File: src/rtl/stack_vm_integer_execute_defines.svh
// Assertion macros shared by the RTL of the stack machine execute block
`ifndef STACK_VM_INTEGER_EXECUTE_DEFINES_SVH
`define STACK_VM_INTEGER_EXECUTE_DEFINES_SVH
// Implication checked on every edge outside reset
`define SVIE_ASSERT_IMP(label, clk, rst_n, ante, cons) \
    label: assert property (@(posedge clk) disable iff (!rst_n) (ante) |-> (cons)) \
        else $error("assertion failed");
// Next-cycle implication checked outside reset
`define SVIE_ASSERT_NXT(label, clk, rst_n, ante, cons) \
    label: assert property (@(posedge clk) disable iff (!rst_n) (ante) |=> (cons)) \
        else $error("assertion failed");
`endif

File: src/rtl/svie_pkg.sv
// ---------------------------------------------------------------------------
// svie_pkg
// Shared types, instruction codes and tables of the stack machine execute.
// ---------------------------------------------------------------------------
`default_nettype none
package svie_pkg;
    localparam int unsigned STACK_SLOTS_DEF = 256;

    localparam logic [5:0] K_NOP = 6'd0,  K_ADD = 6'd1,  K_SUB = 6'd2,  K_MUL = 6'd3,
        K_DIV = 6'd4,  K_REM = 6'd5,  K_LADD = 6'd6, K_LSUB = 6'd7, K_LMUL = 6'd8,
        K_LDIV = 6'd9, K_LREM = 6'd10, K_AND = 6'd11, K_OR = 6'd12, K_XOR = 6'd13,
        K_LAND = 6'd14, K_LOR = 6'd15, K_LXOR = 6'd16, K_NOT = 6'd17, K_NEG = 6'd18,
        K_LNOT = 6'd19, K_LNEG = 6'd20, K_BEQ = 6'd21, K_BNE = 6'd22, K_BLT = 6'd23,
        K_BGT = 6'd24, K_BLE = 6'd25, K_BGE = 6'd26, K_ZEQ = 6'd27, K_ZNE = 6'd28,
        K_ZLT = 6'd29, K_ZGT = 6'd30, K_ZLE = 6'd31, K_ZGE = 6'd32, K_ICMP = 6'd33,
        K_LCMP = 6'd34, K_BPUSH = 6'd35, K_SPUSH = 6'd36, K_IPUSH = 6'd37,
        K_LPUSH = 6'd38, K_CM1 = 6'd39, K_C0 = 6'd40, K_C1 = 6'd41, K_LC0 = 6'd42,
        K_LC1 = 6'd43;

    localparam logic [1:0] F_NONE = 2'd0, F_UNDER = 2'd1, F_OVER = 2'd2, F_DIVZ = 2'd3;

    typedef enum logic [3:0] {
        S_IDLE, S_RD0, S_RD1, S_RD2, S_RD3, S_LAT, S_EXEC, S_MUL, S_DIV,
        S_FIX, S_WR0, S_WR1, S_TOP, S_OUT
    } t_state;

    // Iterative unit commands and status
    typedef struct packed {
        logic start;
        logic is_div;
        logic is_long;
    } t_ucmd;

    typedef struct packed {
        logic done;
    } t_ustat;

    function automatic logic [2:0] pop_count(input logic [5:0] k);
        logic [2:0] r;
        r = 3'd0;
        if (k >= K_ADD && k <= K_REM) r = 3'd2;
        else if (k >= K_LADD && k <= K_LREM) r = 3'd4;
        else if (k >= K_AND && k <= K_XOR) r = 3'd2;
        else if (k >= K_LAND && k <= K_LXOR) r = 3'd4;
        else if (k == K_NOT || k == K_NEG) r = 3'd1;
        else if (k == K_LNOT || k == K_LNEG) r = 3'd2;
        else if (k >= K_BEQ && k <= K_BGE) r = 3'd2;
        else if (k >= K_ZEQ && k <= K_ZGE) r = 3'd1;
        else if (k == K_ICMP) r = 3'd2;
        else if (k == K_LCMP) r = 3'd4;
        return r;
    endfunction

    function automatic logic [1:0] push_count(input logic [5:0] k);
        logic [1:0] r;
        r = 2'd0;
        if (k >= K_ADD && k <= K_REM) r = 2'd1;
        else if (k >= K_LADD && k <= K_LREM) r = 2'd2;
        else if (k >= K_AND && k <= K_NEG) r = (k >= K_LAND && k <= K_LXOR) ? 2'd2 : 2'd1;
        else if (k == K_LNOT || k == K_LNEG) r = 2'd2;
        else if (k >= K_ICMP && k <= K_IPUSH) r = 2'd1;
        else if (k == K_LPUSH) r = 2'd2;
        else if (k >= K_CM1 && k <= K_C1) r = 2'd1;
        else if (k == K_LC0 || k == K_LC1) r = 2'd2;
        return r;
    endfunction
endpackage
`default_nettype wire

File: src/rtl/svie_muldiv.sv
// ---------------------------------------------------------------------------
// svie_muldiv
// Shared iterative unit: shift-add multiply and restoring divide, one bit a
// cycle, on magnitudes; signs are applied by the caller.
// ---------------------------------------------------------------------------
`default_nettype none
module svie_muldiv (
    input  wire logic               i_clk,
    input  wire logic               i_rst_n,
    input  wire svie_pkg::t_ucmd    i_cmd,
    input  wire logic [63:0]        i_a,
    input  wire logic [63:0]        i_b,
    output svie_pkg::t_ustat        o_stat,
    output logic [63:0]             o_lo,
    output logic [63:0]             o_hi
);
    import svie_pkg::*;

    logic [6:0]  r_cnt, n_cnt;
    logic        r_busy, n_busy;
    logic        r_div, n_div;
    logic [63:0] r_acc, n_acc;    // product or quotient
    logic [63:0] r_rem, n_rem;    // remainder
    logic [63:0] r_a, n_a;
    logic [63:0] r_b, n_b;
    logic [64:0] trial;

    // One step of multiply or divide
    always_comb begin
        n_cnt = r_cnt; n_busy = r_busy; n_div = r_div;
        n_acc = r_acc; n_rem = r_rem; n_a = r_a; n_b = r_b;
        trial = {r_rem, r_a[63]} - {1'b0, r_b};
        if (i_cmd.start) begin
            n_busy = 1'b1; n_div = i_cmd.is_div;
            n_cnt  = i_cmd.is_long ? 7'd64 : 7'd32;
            // int divide shifts the dividend in from the top half
            n_a    = (i_cmd.is_long || !i_cmd.is_div) ? i_a : {i_a[31:0], 32'd0};
            n_b    = i_b; n_acc = '0; n_rem = '0;
        end else if (r_busy) begin
            if (r_div) begin
                if (!trial[64]) begin
                    n_rem = trial[63:0]; n_acc = {r_acc[62:0], 1'b1};
                end else begin
                    n_rem = {r_rem[62:0], r_a[63]}; n_acc = {r_acc[62:0], 1'b0};
                end
                n_a = {r_a[62:0], 1'b0};
            end else begin
                if (r_b[0]) n_acc = r_acc + r_a;
                n_a = {r_a[62:0], 1'b0};
                n_b = {1'b0, r_b[63:1]};
            end
            n_cnt = r_cnt - 7'd1;
            if (r_cnt == 7'd1) n_busy = 1'b0;
        end
    end

    // Registers of the unit
    always_ff @(posedge i_clk) begin
        if (!i_rst_n) begin
            r_busy <= 1'b0; r_cnt <= '0;
        end else begin
            r_busy <= n_busy; r_cnt <= n_cnt;
        end
        r_div <= n_div; r_acc <= n_acc; r_rem <= n_rem; r_a <= n_a; r_b <= n_b;
    end

    assign o_stat.done = r_busy && (r_cnt == 7'd1);
    assign o_lo = r_acc;
    assign o_hi = r_rem;
endmodule
`default_nettype wire
File: config.mk
export PLATFORM = sky130hd
export DESIGN_NAME = svie_muldiv
export DESIGN_NICKNAME = d
export VERILOG_FILES = /design/src/rtl/stack_vm_integer_execute_defines.svh /design/src/rtl/svie_pkg.sv /design/src/rtl/svie_muldiv.sv
export SDC_FILE = /design/constraint.sdc
export NUM_CORES = 1
export LEC_CHECK = 0
export BUFFER_PORTS_ARGS = -buffer_cell sky130_fd_sc_hd__buf_2
export CORE_MARGIN = 2
export CORE_UTILIZATION = 59
export CTS_CLUSTER_DIAMETER = 30
export DETAILED_ROUTE_END_ITERATION = 8
export GPL_TIMING_DRIVEN = 0
export MAX_ROUTING_LAYER = met4
export PLACE_DENSITY = 0.83
export SLEW_MARGIN = 20
export SYNTH_ARGS = -nofsm -noshare
export SYNTH_HDL_FRONTEND = slang
export SYNTH_SLANG_ARGS = --single-unit
File: constraint.sdc
create_clock -name i_clk -period 7.4 [get_ports i_clk]
set_input_delay 1.48 -clock i_clk [delete_from_list [all_inputs] [get_ports i_clk]]
set_output_delay 1.48 -clock i_clk [all_outputs]
set_load 0.1 [all_outputs]
Word level (Yosys, flattened, before mapping)
Cells that the tools add are included.
- mux-type cells: 16
- add/subtract/negate cells: 3
- reduce and logical (&&, ||, !) cells: 8
- eq/ne operators: 2
- operator list (cell ; number):
    64-bit 2-to-1 mux ; 9
    65-bit by 64-bit subtractor with 65-bit output ; 1
    64-bit adder ; 1
    7-bit 2-to-1 mux ; 3
    7-bit by 1-bit equality test with 1-bit output, second input constant ; 1
    7-bit by 1-bit subtractor with 7-bit output, second input constant ; 1
    2-bit AND reduction ; 3
    1-bit 2-to-1 mux ; 4
    2-bit nonzero test ; 2
    2-bit != test, second input constant ; 1
    1-bit logical AND ; 1
    1-bit logical NOT ; 1
    1-bit logical OR ; 1
- register bits after elaboration: 265
- input port bits: 133

Depth between registers and ports, before layout
Gate-level depths: netlist (run 1).
- word-level depth: 4
- mapped depth: 14

Least setup slack after synthesis (run 1)
OpenSTA, ideal clock, no wires.
- kind: reg-to-reg
- from: reg r_div
- to: reg r_b[0], enable pin
- cell stages (with the launch flop): 5
- period minus slack after synthesis: 6.047 ns
- arrival time: 5.473 ns
- slack: 1.353 ns
- cells stage by stage: edfxtp_1 -> clkbuf_1 -> clkbuf_1 -> buf_1 -> o21ai_0
- longest elaborated chain between the ends: 2
- RTL lines (element ; RTL line ; source):
    start: declaration ; svie_muldiv.sv:21 ; logic r_div, n_div;
    start signal: assignment ; svie_muldiv.sv:64 ; r_div <= n_div; r_acc <= n_acc; r_rem <= n_rem; r_a <= n_a; r_b <= n_b;
    2-bit != test (no source line) ; n/a ;
    2-bit AND reduction (no source line) ; n/a ;
    end signal: assignment ; svie_muldiv.sv:64 ;
    end: declaration ; svie_muldiv.sv:25 ; logic [63:0] r_b, n_b;
No other way between the ends.
A chain may end at the register's enable or synchronous reset.

Final worst setup path (run 1)
- from: reg r_a[63]
- to: reg r_rem[50], in the netlist o_hi[50]
- longest elaborated chain between the ends: 2
- RTL lines (element ; RTL line ; source):
    start: declaration ; svie_muldiv.sv:24 ; logic [63:0] r_a, n_a;
    start signal: assignment ; svie_muldiv.sv:64 ;
    65-bit by 64-bit subtractor with 65-bit output ; svie_muldiv.sv:32 ; trial = {r_rem, r_a[63]} - {1'b0, r_b};
    64-bit 2-to-1 mux ; svie_muldiv.sv:41 ; if (!trial[64]) begin
    end signal: assignment ; svie_muldiv.sv:64 ;
    end: declaration ; svie_muldiv.sv:23 ; logic [63:0] r_rem, n_rem;
No other way between the ends.

==> flow_summary_export.csv, run 1 <==
group,metric,value,unit
finish,drive_above_1_share,0.152,
critical_path,rr_startpoint,"r_a[63]",
floorplanning,dieArea,34300,µm²
route,wl_per_cell,24.1,µm
clock_tree,postCtsSetupBuffers,0,
critical_path,crit_fanout,10,
route,routed_wl,78000,µm
clock_tree,cts.sinks,265,
finish,layout.nets,3001,
floorplanning,chipHeight,185,µm
critical_path,critPathCaptureType,"flop",
grt,grt_usage,0.458,
finish,stdcell_area,23700,µm²
min_path,holdPathEnd,"o_hi[9]",
floorplanning,fp.coreArea,32500,µm²
finish,multi_input_area,11800,µm²
route,first_iter_violations,2348,
clock_tree,cts_tree,"done",
logic_synthesis,syn_avg_cell_area,8.06,µm²
logic_synthesis,synthArstFlopShare,0,
sta,finalHoldViolations,0,
clock_tree,clk_latency,580,ps
finish,regArea,6600,µm²
sta,relSlewSlack,0.171,
clock_tree,cts_buffers,68,
power_and_ir_drop,ir_drop,0.000242,V
sta,worst_pin_slew,1240,ps
clock_tree,htreeDepth,3,
critical_path,critical_path.reg2reg.endpoint,"o_hi[50]",
sta,fin_setup_tns,0,ps
floorplanning,die_w,185,µm
critical_path,critical-path-top-delay-family,"compound AO/OA/AOI/OAI gates",
power_and_ir_drop,leakage,10.4,nW
critical_path,rr_worst_depth,14,
min_path,holdCritStartpoint,"o_hi[9]",
sta,fmax,224,MHz
placement,place.gp.congestion,1.06,
critical_path,cpMaxStageDelayCell,"o311ai_4",
grt,antenna_found_initial,3,
min_path,whs_path_depth,2,
clock_tree,cts_root_buf,"clkbuf_16",
route,num_vias,21300,
placement,place_ws,3150,ps
status,outcome,"complete, no violations",
grt,grt_max_degree,45,
critical_path,crit_arrival,4930,ps
run,maxCapViolations,0,
placement,dpl.hpwl,56100,µm
logic_synthesis,synth_fp_nets,2667,
critical_path,max_stage_delay,520,ps
logic_synthesis,synth_cell_type_count,74,
floorplanning,start_util,0.597,
logic_synthesis,synthFlopType,"dfxtp_1",
clock_tree,cts_resized,0,
placement,placed_area,21300,µm²
sta,fin_ws,2930,ps
critical_path,worst-r2r-setup-slack,2930,ps
finish,post-route-util,0.729,
critical_path,timing_worst_setup_path_type,"flop to flop",
grt,grt_remaining_overflow,0,
finish,final_common_cell,"nand2_1",
floorplanning,placementRows,66,
power_and_ir_drop,pwr_density_cell,290,nW/µm²
route,drt_first_pass_iters,6,
sta,clock_skew,29.4,ps
clock_tree,clk_path_buf_depth,3,
critical_path,worstPathRequired,7860,ps
critical_path,crit_chain,"inv_1 > ha_1 > fa_1 > nand2b_1 > a21o_1 > a21oi_1 > o311a_1 > nor2_1 > o311ai_4 > xnor2_2 > buf_2 > buf_2 > nand2_1 > a31oi_1",
clock_tree,cts_hold_buffers,0,
grt,grt_first_pass_wirelength,116000,µm
critical_path,critical_path_buf_inv_count,3,
min_path,hold_path.class,"flop to flop",
route,ant_nets,0,
logic_synthesis,yosys_warnings,0,
route,routed_via_density,6.59,
clock_tree,path_clk_slew,50,ps
finish,most-common-layout-cells,"nand2_1, buf_2, a21oi_1",
route,drc_errors,0,
finish,area_growth,22.2,%
critical_path,path_common_cell,"buf_2",
sta,grt_setup_unrepaired,"false",
critical_path,cp-start-kind,"flop",
finish,fill_cells,2459,
logic_synthesis,synth-edff-count,129,
floorplanning,io_pins,262,
logic_synthesis,syn_inst,2403,
power_and_ir_drop,p_total,6.87,mW
sta,fin_crit_sh,0.604,
logic_synthesis,yosys_register_bits,265,
sta,setup_viol,0,
logic_synthesis,syn-cell-area,19400,µm²
grt,grt_pass1_vias,20800,
placement,port_buffers,261,
sta,drv_slew,0,
sta,fin_crit,4470,ps
logic_synthesis,ys_seq_area_frac,0.341,
critical_path,startpoint,"r_a[63]",
registers in the layout (all words and copies together) (netlist names):
name	cells
r_busy	1
r_div	1
r_cnt	7
o_hi	64
o_lo	64
r_a	64
r_b	64
cell type report:
class	count	share of cell area
buffer	161	0.0273
clock inverter	45	0.0225
timing repair buffer	264	0.0584
clock buffer	78	0.0766
sequential	265	0.279
multi-input combinational	1886	0.499
inverter	91	0.0144
tap	442	0.0234
antenna	2	0.000211
cells by family (layout without fill, tap and decap cells):
group	Yosys count	in the layout	synth area share
muxes	42	42	0.0217
adders and majority gates	131	131	0.0854
buffers and inverters	252	639	0.0509
DFF	265	265	0.341
AOI/OAI and AO/OA	861	861	0.277
and+or+nand+nor	732	732	0.169
other	0	2	0
xor gates and xnor gates	120	120	0.0551
worst max-delay path by stage:
| stage | to | depth (start not counted) |
|---|---|---|
| 2_1_floorplan | r_b[0] | 4 |
| 3_3_place_gp | r_b[33] | 4 |
| 3_5_place_dp | r_a[54] | 6 |
| 4_1_cts | o_hi[50] | 14 |
| 5_1_grt | o_hi[51] | 14 |
| 6_report | o_hi[50] | 14 |
metal layers:
layer / wire, µm / track usage / part of all wire
met1: 28600 / 0.521 / 0.37
met2: 35400 / 0.726 / 0.45
met3: 8140 / 0.0997 / 0.10
met4: 5800 / 0.310 / 0.074
met5: 0 / - / 0
where the power goes:
group	internal [mW]	leakage (nW)	switching, mW
Sequential	1.70	2.42	0.127
Clock	2.08	1.14	0.973
Combinational	0.569	6.87	1.42
Total	4.35	10.4	2.52
worst register-to-register path, stage by stage (launching register included):
cell	delay, ps
edfxtp_1	470
inv_1	160
ha_1	260
fa_1	400
nand2b_1	200
a21o_1	200
a21oi_1	320
o311a_1	270
nor2_1	160
o311ai_4	520
xnor2_2	250
buf_2	430
buf_2	360
nand2_1	100
a31oi_1	260
cell usage after synthesis (8+ instances only):
| cell | number | area share |
|---|---|---|
| o21bai_1 | 15 | 0.0058 |
| or3_1 | 14 | 0.0045 |
| nor4_1 | 10 | 0.0032 |
| and3_1 | 19 | 0.0061 |
| o31ai_1 | 16 | 0.0062 |
| nand3_1 | 49 | 0.013 |
| o2bb2ai_1 | 32 | 0.014 |
| o21ai_1 | 9 | 0.0023 |
| nand2_1 | 363 | 0.070 |
| nor3_1 | 30 | 0.0078 |
| a21oi_1 | 252 | 0.065 |
| nor2b_1 | 8 | 0.0026 |
| nand2b_1 | 15 | 0.0048 |
| xor2_1 | 44 | 0.020 |
| o22ai_1 | 14 | 0.0045 |
| nor2_1 | 145 | 0.028 |
| clkbuf_1 | 137 | 0.027 |
| a21o_1 | 67 | 0.026 |
| a211oi_1 | 22 | 0.0085 |
| buf_2 | 14 | 0.0036 |
| o21a_1 | 18 | 0.0070 |
| dfxtp_1 | 136 | 0.14 |
| ha_1 | 129 | 0.083 |
| o211a_1 | 11 | 0.0057 |
| edfxtp_1 | 129 | 0.20 |
| a311oi_1 | 14 | 0.0063 |
| o211ai_1 | 43 | 0.017 |
| mux2i_1 | 42 | 0.022 |
| and2_1 | 15 | 0.0048 |
| and4_1 | 8 | 0.0036 |
| o21ai_0 | 220 | 0.057 |
| a31oi_1 | 64 | 0.021 |
| inv_1 | 90 | 0.017 |
| xnor2_1 | 74 | 0.033 |
| nand4_1 | 38 | 0.012 |
stage by stage:
| stage | hold slack [ps] | cells |
|---|---|---|
| finish | 503 | 3234 |
| global route | 517 | 3234 |
| CTS | 500 | 3232 |
| detailed placement | 489 | 3109 |
| global placement | 481 | 3106 |
| floorplan | 471 | 2403 |
No activity file was read; power rests on OpenSTA's default activity.
==> run 2, diff against run 1 <==
- ABC_AREA: unset -> 1
- CORE_UTILIZATION: 59 -> 61
- PLACE_DENSITY: 0.83 -> 0.85
- clock period: 7.4 -> 4.4 ns (I/O delays scaled with it)
==> run 2 against run 1 <==
  * The run now ends with DRC left
  * Sequential power up 64%
  * Highest routed layer unchanged
  * Synthesized cell count up 63%
  * Count of clock-buffer cells in the layout decreased by 4
  * Clock skew decreased by 15 ps
  * Non-clock buffer count is 46 lower
  * Die area rose by 16%
  * Global-route usage is 2.0 points higher
  * Synthesized area up 21%
  * Critical path depth is 7 lower
  * Sequential share of layout area shrank 3.8 points
  * Design area increased by 16%
  * Power is 41% higher
==> flow_summary_export.csv, run 2 <==
group,metric,value,unit
status,outcome,"finished, violations left",
status,violations,"DRC",
critical_path,rr_startpoint,"r_a[63]",
clock_tree,cts_root_buf,"clkbuf_16",
min_path,hold_path.class,"flop to flop",
finish,drive_above_1_share,0.100,
finish,most-common-layout-cells,"nand2_1, inv_1, nor2_1",
route,routed_wl,94400,µm
route,drt_first_pass_iters,9,
critical_path,crit_arrival,4110,ps
critical_path,cp-start-kind,"input pin",
logic_synthesis,syn-cell-area,23400,µm²
route,num_vias,27200,
grt,grt_usage,0.478,
grt,grt_first_pass_wirelength,139000,µm
power_and_ir_drop,internal_power,6.21,mW
critical_path,timing_worst_setup_path_type,"input pin to flop",
logic_synthesis,synth_fp_nets,4173,
clock_tree,path_clk_slew,50,ps
finish,layout.nets,4497,
clock_tree,clk_path_buf_depth,3,
critical_path,critical-path-top-delay-family,"buffers and inverters",
sta,fmax,274,MHz
power_and_ir_drop,ir_drop,0.000409,V
run,maxCapViolations,0,
clock_tree,htreeDepth,2,
sta,whs,495,ps
power_and_ir_drop,leakage,14.8,nW
grt,grt_max_degree,42,
sta,clock_skew,14.3,ps
placement,place.gp.congestion,1.13,
floorplanning,dieArea,39900,µm²
floorplanning,placementRows,71,
finish,area_growth,17.0,%
sta,relSlewSlack,0.207,
power_and_ir_drop,seqPwrFrac,0.311,
floorplanning,start_util,0.619,
logic_synthesis,synth_top_area_share,0.228,
logic_synthesis,synthTopCellsByArea,"nand2_1, edfxtp_1, dfxtp_1",
clock_tree,cts_resized,0,
logic_synthesis,yosys_register_bits,265,
sta,drv_slew,0,
logic_synthesis,syn_inst,3909,
route,wl_per_cell,19.7,µm
logic_synthesis,ys_seq_area_frac,0.282,
route,first_iter_violations,2683,
finish,fill_cells,3165,
clock_tree,clk_latency,620,ps
route,ant_nets,0,
critical_path,cpMaxStageDelayCell,"clkbuf_1",
logic_synthesis,synthFlopType,"dfxtp_1",
floorplanning,fp.coreArea,37800,µm²
floorplanning,chipHeight,200,µm
logic_synthesis,synth_cell_type_count,43,
critical_path,startpoint,"i_cmd[2]",
min_path,holdCritStartpoint,"r_cnt[1]",
logic_synthesis,synth-edff-count,129,
logic_synthesis,synth_common_cells,"nand2_1, inv_1, nor2_1",
sta,setup_viol,0,
critical_path,crit_fanout,10,
sta,fin_crit,3650,ps
sta,fin_crit_sh,0.829,
power_and_ir_drop,p_switching,3.45,mW
sta,grt_setup_unrepaired,"false",
power_and_ir_drop,pwr_density_cell,353,nW/µm²
sta,worst_pin_slew,1190,ps
clock_tree,cts_buffers,56,
clock_tree,cts.sinks,265,
grt,grt_pass1_vias,25400,
logic_synthesis,syn_avg_cell_area,5.98,µm²
clock_tree,cts_hold_buffers,0,
power_and_ir_drop,switching_share,0.357,
grt,antenna_found_initial,1,
grt,grt_remaining_overflow,0,
logic_synthesis,synth_most_common_cell,"nand2_1",
critical_path,crit_chain,"buf_2 > clkbuf_1 > clkbuf_1 > clkbuf_1 > buf_6 > clkbuf_1 > a21oi_1",
sta,finalHoldViolations,0,
critical_path,critPathCaptureType,"flop",
finish,post-route-util,0.725,
floorplanning,io_pins,262,
clock_tree,cts_tree,"done",
critical_path,critical_path_buf_inv_count,6,
logic_synthesis,synth_top_area_cell,"nand2_1",
logic_synthesis,yosys_warnings,0,
placement,dpl.hpwl,73300,µm
route,routed_via_density,5.68,
critical_path,worstPathRequired,4870,ps
clock_tree,postCtsSetupBuffers,0,
logic_synthesis,synthArstFlopShare,0,
finish,regArea,6600,µm²
critical_path,path_common_cell,"clkbuf_1",
power_and_ir_drop,clock_power_share,0.442,
route,drc_errors,2,
finish,final_common_cell,"nand2_1",
placement,port_buffers,261,
power_and_ir_drop,pwr-share-comb,0.247,
finish,multi_input_area,13600,µm²
critical_path,max_stage_delay,880,ps
floorplanning,die_w,200,µm
-- run 2: cell count changes after synthesis, moves of 22 or more --
| cell | change |
|---|---|
| nand2_1 | +1058 |
| inv_1 | +604 |
| nand3_1 | +175 |
| nor2_1 | +141 |
| a21o_1 | -66 |
| xnor2_1 | -64 |
| a31oi_1 | -61 |
| clkbuf_1 | -54 |
| nand3b_1 | +49 |
| mux2i_1 | -42 |
| o211ai_1 | -42 |
| o2bb2ai_1 | -32 |
| o21ai_0 | +23 |
| a211oi_1 | -22 |
-- run 2: final timing paths --
check | slack [ps] | end | cells past startpoint
setup / recovery | 750 | o_hi[38] | 7
hold / removal | 490 | r_cnt[1] | 2
setup reg to reg | 1090 | o_hi[47] | 19
hold reg to reg | 490 | r_cnt[1] | 2
-- run 2: per-stage QoR --
step / std cells / setup slack (ps) / area [µm²] / power (mW) / setup TNS, ps
after floorplan: 3909 / 292 / 23400 / 4.61 / 0
after global placement: 4681 / -1590 / 25300 / 5.27 / -101190
after detailed placement: 4685 / 159 / 25400 / 5.31 / 0
after CTS: 4790 / 719 / 27400 / 9.55 / 0
after global routing: 4792 / 802 / 27400 / 9.96 / 0
final: 4793 / 752 / 27400 / 9.66 / 0
-- run 2: cells by family after synthesis --
| group | after synthesis | share of synthesized area |
|---|---|---|
| and+or+nand+nor | 2076 | 0.364 |
| buffers and inverters | 818 | 0.136 |
| AOI/OAI and AO/OA | 557 | 0.124 |
| DFF | 265 | 0.282 |
| adders and majority gates | 131 | 0.0707 |
| xor gates and xnor gates | 62 | 0.0232 |
-- run 2: area by class of cell --
| type | instances | share of cell area |
|---|---|---|
| Multi-Input combinational cell | 2826 | 0.498 |
| Clock inverter | 31 | 0.0122 |
| Timing Repair Buffer | 266 | 0.0514 |
| Sequential cell | 265 | 0.241 |
| Antenna cell | 2 | 0.000183 |
| Buffer | 113 | 0.0195 |
| Inverter | 705 | 0.0968 |
| Clock buffer | 74 | 0.0577 |
| Tap cell | 511 | 0.0234 |
-- run 2: worst min-delay path: stages, from the launching register on --
cell,delay [ps]
dfxtp_1,320
nand2_1,60
a21oi_1,60
-- run 2: power groups by stage --
stage | sequential [mW] | clock, mW | combinational (mW)
CTS | 2.99 | 4.25 | 2.31
detailed placement | 3.03 | 0 | 2.28
floorplan | 3.33 | 0 | 1.27
global route | 3.01 | 4.39 | 2.57
global placement | 3.03 | 0 | 2.24
finish | 3.00 | 4.27 | 2.39
-- run 2: per-layer routing --
metal  routed length, µm  global-route usage  part of all wire
met4               10100               0.433              0.11
met5                   0                   -                 0
met2               41800               0.750              0.44
met1               33300               0.509              0.35
met3                9280               0.102             0.098
